## config.mk

```make
export PLATFORM = sky130hd
export DESIGN_NAME = gls_ctrl
export DESIGN_NICKNAME = d
export VERILOG_FILES = /design/src/rtl/gls_pkg.sv /design/src/rtl/gls_ctrl.sv
export SDC_FILE = /design/constraint.sdc
export NUM_CORES = 1
export LEC_CHECK = 0
export BUFFER_PORTS_ARGS = -buffer_cell sky130_fd_sc_hd__clkbuf_2
export CORE_AREA = 2 2 39 41
export CTS_CLUSTER_DIAMETER = 50
export DETAILED_ROUTE_END_ITERATION = 10
export DIE_AREA = 0 0 41 43
export PLACE_DENSITY_LB_ADDON = 0.08
export SLEW_MARGIN = 40
export SYNTH_ARGS = -nofsm -noshare
export SYNTH_HDL_FRONTEND = slang
export SYNTH_SLANG_ARGS = --single-unit
```

## constraint.sdc

```tcl
create_clock -name clk -period 1.9 [get_ports clk]
set_clock_uncertainty 0.15 [all_clocks]
set_input_delay 0 -clock clk [delete_from_list [all_inputs] [get_ports clk]]
set_output_delay 0 -clock clk [all_outputs]
set_load 0.02 [all_outputs]
```

## src/rtl/gls_pkg.sv

```systemverilog
// Shared types and constants for the grid line-of-sight block.
// Used by gls_ctrl, gls_datapath and grid_line_of_sight; no dependencies.
package gls_pkg;

  localparam int COORD_W = 9;

  typedef logic [COORD_W-1:0] coord_t;

  localparam logic OP_WRITE = 1'b0;
  localparam logic OP_QUERY = 1'b1;

  typedef enum logic [2:0] {
    ST_IDLE,
    ST_SETUP,
    ST_WALK,
    ST_DRAIN,
    ST_DONE
  } state_t;

  // controller -> datapath
  typedef struct packed {
    logic wr;     // store one tile bit from the input ports
    logic load;   // capture query endpoints (ordered so x grows)
    logic setup;  // compute deltas and divisor, clear accumulators
    logic step;   // advance one cell and read the map there
  } dp_cmd_t;

  // datapath -> controller
  typedef struct packed {
    logic short_line;  // divisor below two: no intermediate cells
    logic last_step;   // the step issued now is the final one
    logic blocked;     // cell read on the previous step is opaque or off the map
  } dp_status_t;

endpackage

```

## src/rtl/gls_ctrl.sv

```systemverilog
// Controller of the grid line-of-sight block: sequencing state machine and
// the result output register. Depends on gls_pkg.
module gls_ctrl import gls_pkg::*; (
  input  logic       clk,
  input  logic       rst,
  input  logic       in_valid,
  output logic       in_ready,
  input  logic       operation,
  output logic       out_valid,
  input  logic       out_ready,
  output logic       visible,
  output dp_cmd_t    cmd,
  input  dp_status_t status
);

  state_t state, state_next;
  logic   res_bit, res_next;
  logic   load_out;

  always_ff @(posedge clk) begin
    if (rst) begin
      state     <= ST_IDLE;
      out_valid <= 1'b0;
    end else begin
      state <= state_next;
      if (load_out) begin
        out_valid <= 1'b1;
      end else if (out_ready) begin
        out_valid <= 1'b0;
      end
    end
  end

  always_ff @(posedge clk) begin
    res_bit <= res_next;
    if (load_out) begin
      visible <= res_bit;
    end
  end

  always_comb begin
    state_next = state;
    res_next   = res_bit;
    load_out   = 1'b0;
    in_ready   = 1'b0;
    cmd        = '0;
    unique case (state)
      ST_IDLE: begin
        in_ready = 1'b1;
        if (in_valid) begin
          if (operation == OP_QUERY) begin
            cmd.load   = 1'b1;
            state_next = ST_SETUP;
          end else begin
            cmd.wr = 1'b1;
          end
        end
      end
      ST_SETUP: begin
        cmd.setup  = 1'b1;
        state_next = ST_WALK;
      end
      ST_WALK: begin
        if (status.blocked) begin
          res_next   = 1'b0;
          state_next = ST_DONE;
        end else if (status.short_line) begin
          res_next   = 1'b1;
          state_next = ST_DONE;
        end else begin
          cmd.step = 1'b1;
          if (status.last_step) begin
            state_next = ST_DRAIN;
          end
        end
      end
      ST_DRAIN: begin
        // last read returns now
        res_next   = !status.blocked;
        state_next = ST_DONE;
      end
      ST_DONE: begin
        if (!out_valid || out_ready) begin
          load_out   = 1'b1;
          state_next = ST_IDLE;
        end
      end
      default: begin
        state_next = ST_IDLE;
      end
    endcase
  end

endmodule
```

### Yosys cells after proc, flatten, opt, wreduce, memory -nomap -nowiden

Cells that the tools add are included.

| cells by class | value |
|---|---|
| multiplexer cells | 23 |
| reductions and logical operators | 8 |
| eq/ne operators | 9 |

Operators by type and width:

| operator | number |
|---|---|
| two-way mux 3 bit | 6 |
| case mux 3 bit (5 select lines) | 1 |
| two-way mux 1 bit | 13 |
| equality test 3 x 2 -> 1 bit, second input constant | 2 |
| inequality test 2 bit, second input constant | 3 |
| two-way mux 2 bit | 2 |
| inequality test 4 bit, second input constant | 1 |
| AND reduction 4 bit | 1 |
| nonzero test 2 bit | 2 |
| equality test 3 x 1 -> 1 bit, second input constant | 1 |
| equality test 3 bit, second input constant | 1 |
| zero test 3 bit | 1 |
| inequality test 3 bit, second input constant | 1 |
| zero test 1 bit | 2 |
| case mux 1 bit (2 select lines) | 1 |
| AND reduction 2 bit | 1 |
| logical OR 1 bit | 1 |

| word-level totals | value |
|---|---|
| bits of input ports | 8 |
| logic and storage cells | 44 |
| register bits after elaboration | 6 |

### Longest topological paths before layout

| depth | value |
|---|---|
| word-level depth | 5 |
| gate-level depth with buffers | 3 |

### Least setup slack after synthesis

Ideal clock, no wire load.

| timing path | value |
|---|---|
| path type | register to output |
| from | register state[2] |
| to | output port cmd[3] (netlist name) |
| slack | 371 ps |
| buffers on the path | 1 |
| required time | 1750 ps |
| arrival time | 1379 ps |
| cell stages (with the launch flop) | 4 |
| cells stage by stage | dfxtp_1 -> buf_2 -> nor3_1 -> and3b_1 |

RTL lines:

| item | RTL line | RTL |
|---|---|---|
| start: declaration | gls_ctrl.sv:16 | `state_t state, state_next;` |
| start signal: assignment | gls_ctrl.sv:25 | `state <= state_next;` |
| end: declaration | gls_ctrl.sv:12 | `output dp_cmd_t cmd,` |

### Worst setup path in the final report

| timing path | value |
|---|---|
| from | register state[1] |
| to | register state[0] |

| between the ends | value |
|---|---|
| word-level cells in the longest chain between the ends | 3 |
| elaborated cells on any way between the ends | 11 |
| those cells by class | 8 x eq/ne; 1 x mux; 2 x reduce/logical |

RTL lines:

| item | RTL line | RTL |
|---|---|---|
| equality test 3 x 2 -> 1 bit (tied with other cells) | gls_ctrl.sv:47 | `unique case (state)` |
| inequality test 4 bit (no source line) or inequality test 2 bit (tied branches) | - |  |
| AND reduction 4 bit (no source line) | - |  |

Several ways; a longest one is shown, not always the timed one.
A chain may end at the register's enable or synchronous reset.

==> results by group <==
Yosys
  – Top cell type by total area after synthesis: dfxtp_1
  – Async SR Flop Fraction: 0%
  – Synth Instances: 28
  – Avg Cell Area, Syn: 10.8 µm²
  – Seq/Total Area, Yosys: 46.5%
  – Area contributors post-synth: dfxtp_1 27%, edfxtp_1 20%, nand4bb_1 7.5%
  – Top_reg_cell synth: dfxtp_1
  – Syn Std Cell Area: 302 µm²
  – Most used standard cell by instance count after synthesis: dfxtp_1
  – Ys Warns: 0
  – Number of synthesized flops with an enable pin: 2
  – Synth top area share: 26.6%
  – Top cells by count, synth: 4 x dfxtp_1, 2 x edfxtp_1, 2 x nand2b_1, 2 x nand4bb_1, 2 x nor3_1
  – Syn Nets: 36
  – Flops & latches, synth: 6
  – Count of cell types in the netlist: 21

Worst setup path
  – Worst Setup End Kind: flip-flop
  – Worst flop-to-flop path startpoint: state[1]
  – CP Max Fanout: 9
  – Worst setup startpoint: state[1]
  – Req. time, crit path: 1.87 ns
  – Startpoint type of the worst setup path: flip-flop
  – Arr. time, crit path: 1.70 ns
  – WS Path Type: reg -> reg

Die
  – CORE AREA: 1380 µm²
  – DIE AREA: 1760 µm²
  – IO Pins: 15
  – Die span in x: 41 µm
  – Chip height: 43 µm
  – Row count: 14
  – Initial Utilization: 21.8%

STA
  – Setup TNS: 0 ns
  – Fmax: 577 MHz
  – Final setup viols: 0
  – Hold Vio Cnt, Final: 0
  – Period utilisation layout: 91.1%
  – Fin crit period: 1.73 ns
  – RSZ-0062 raised after global routing: false
  – Rel. slew slack: 78.6%
  – Final Max Slew Viols: 0
  – Worst-Margin Slew: 0.313 ns

Routing
  – Routed WL per cell: 9.78 µm
  – Met1 WL: 303 µm
  – WL met3: 48 µm
  – DRC Markers: 0
  – Drt initial violations: 7
  – Vias per inst: 4.53
  – Total wire length: 665 µm
  – Routed Antenna Nets: 0
  – Top layer used by detailed routing: met3
  – Vias: 308
  – Pre-antenna DRT Iters: 4
  – Met2 WL post-DR: 313 µm

Power
  – Pwr Total: 321 µW
  – Pleak: 0.000200 µW
  – Peak supply drop: 0.231 mV
  – Pwr Density: 664 nW/µm²

GRT
  – Global-route wire length before repair: 1.03 mm
  – Initial antenna violation count: 0
  – Vias in the first global route: 260
  – Largest net degree at the start of global routing: 10
  – Gr ovfl total: 0
  – Total GRT Usage: 9.36%

Clocking
  – Clk_lat worst skew: 0.25 ns
  – Hold buffers post-CTS: 7
  – CTS H-tree depth: 1
  – Clk pin slew, worst setup/hold paths: 0.06 ns
  – CTS resizes: 0
  – Clock root cell: clkbuf_4
  – Post-CTS Setup Repair Bufs: 0
  – Max Root-Sink Buffers: 2
  – TritonCTS clock tree: done
  – Num Clock Sinks: 6
  – CTS buffer count: 3

Outcome
  – Status: complete, no violations

Worst hold path
  – Worst hold path type: in -> out
  – Hold_sp: operation

Layout
  – Nets: 61
  – Finished Core Util: 34.9%
  – Fraction of layout cells with a size suffix above 1: 36.5%
  – Area Growth Syn to Fin: 60.2%
  – # diodes: 0

Placed design
  – Port bufs: 14
  – GPL Wtd Cong: 0.680
  – Post-DP HPWL: 470 µm

Flow run
  – Maxcap violations: 0
power by group:
part / internal, µW / total (µW) / leakage (µW) / switching [µW]
Sequential: 136 / 140 / 0.0000505 / 3.93
Clock: 79.9 / 131 / 0.0000150 / 51.5
Combinational: 26.8 / 49.7 / 0.000135 / 22.9
flip-flops by register name, indices dropped and copies added, names as in the netlist:
signal / flops
visible: 1
out_valid: 1
res_bit: 1
state: 3
path summary, 6_finish.rpt:
kind	to	slack (ns)	depth (start not counted)
min	cmd[2]	0.24	3
max	state[0]	0.17	3
max reg2reg	state[0]	0.17	3
min reg2reg	visible	0.28	0
cell usage in the layout, fill, tap and decap left out:
cell | netlist | layout
a21oi_1 | 1 | 1
nor2_1 | 1 | 1
a211oi_2 | 1 | 1
and2_1 | 1 | 1
or3b_1 | 1 | 1
clkbuf_1 | 0 | 1
nor3_1 | 2 | 2
or3b_2 | 1 | 1
nor3b_1 | 1 | 1
nor4_1 | 1 | 1
edfxtp_1 | 2 | 2
clkbuf_2 | 0 | 14
nor2b_1 | 1 | 1
nand2b_1 | 2 | 2
and3_1 | 1 | 1
inv_1 | 1 | 1
dfxtp_1 | 4 | 4
and3b_1 | 1 | 1
or4b_1 | 1 | 1
a2111oi_0 | 1 | 1
o32ai_1 | 1 | 1
dlygate4sd3_1 | 0 | 7
nand4bb_1 | 2 | 2
clkbuf_4 | 0 | 3
critical path, stage by stage, from the launching register on:
cell and delay, ns:
dfxtp_1 0.37, nand4bb_1 0.20, dlygate4sd3_1 0.55, a2111oi_0 0.33
per-layer routing:
metal  vias to the layer above  GRT usage (%)
met5                         -              0
met4                         0           8.00
met3                         0           4.71
met2                        12           11.3
met1                       137           11.7
li1                        159              -
area by class of cell:
type	instances	area [µm²]
Clock buffer	4	26.3
Multi-Input combinational cell	20	153
Timing Repair Buffer	21	140
Sequential cell	6	140
Tap cell	16	20.0
Fill cell	150	901
Inverter	1	3.75
logic make-up (layout without fill, tap and decap cells):
family / count (synthesis) / after routing / share of synthesized area [%]
buffers and inverters: 2 / 26 / 2.90
AO/OA/AOI/OAI: 4 / 4 / 11.6
flip-flops: 6 / 6 / 46.5
AND/OR/NAND/NOR: 16 / 16 / 39.0
through the flow:
stage | instances | hold slack [ns] | area [µm²] | setup WS, ns
after floorplan | 28 | -0.0854 | 302 | 0.371
final | 68 | 0.242 | 483 | 0.168
after global routing | 68 | 0.268 | 483 | 0.0940
after detailed placement | 57 | 0.0862 | 387 | 0.455
after global placement | 57 | 0.0852 | 387 | 0.466
after CTS | 68 | 0.249 | 483 | 0.159
(Power assumes the default switching activity.)
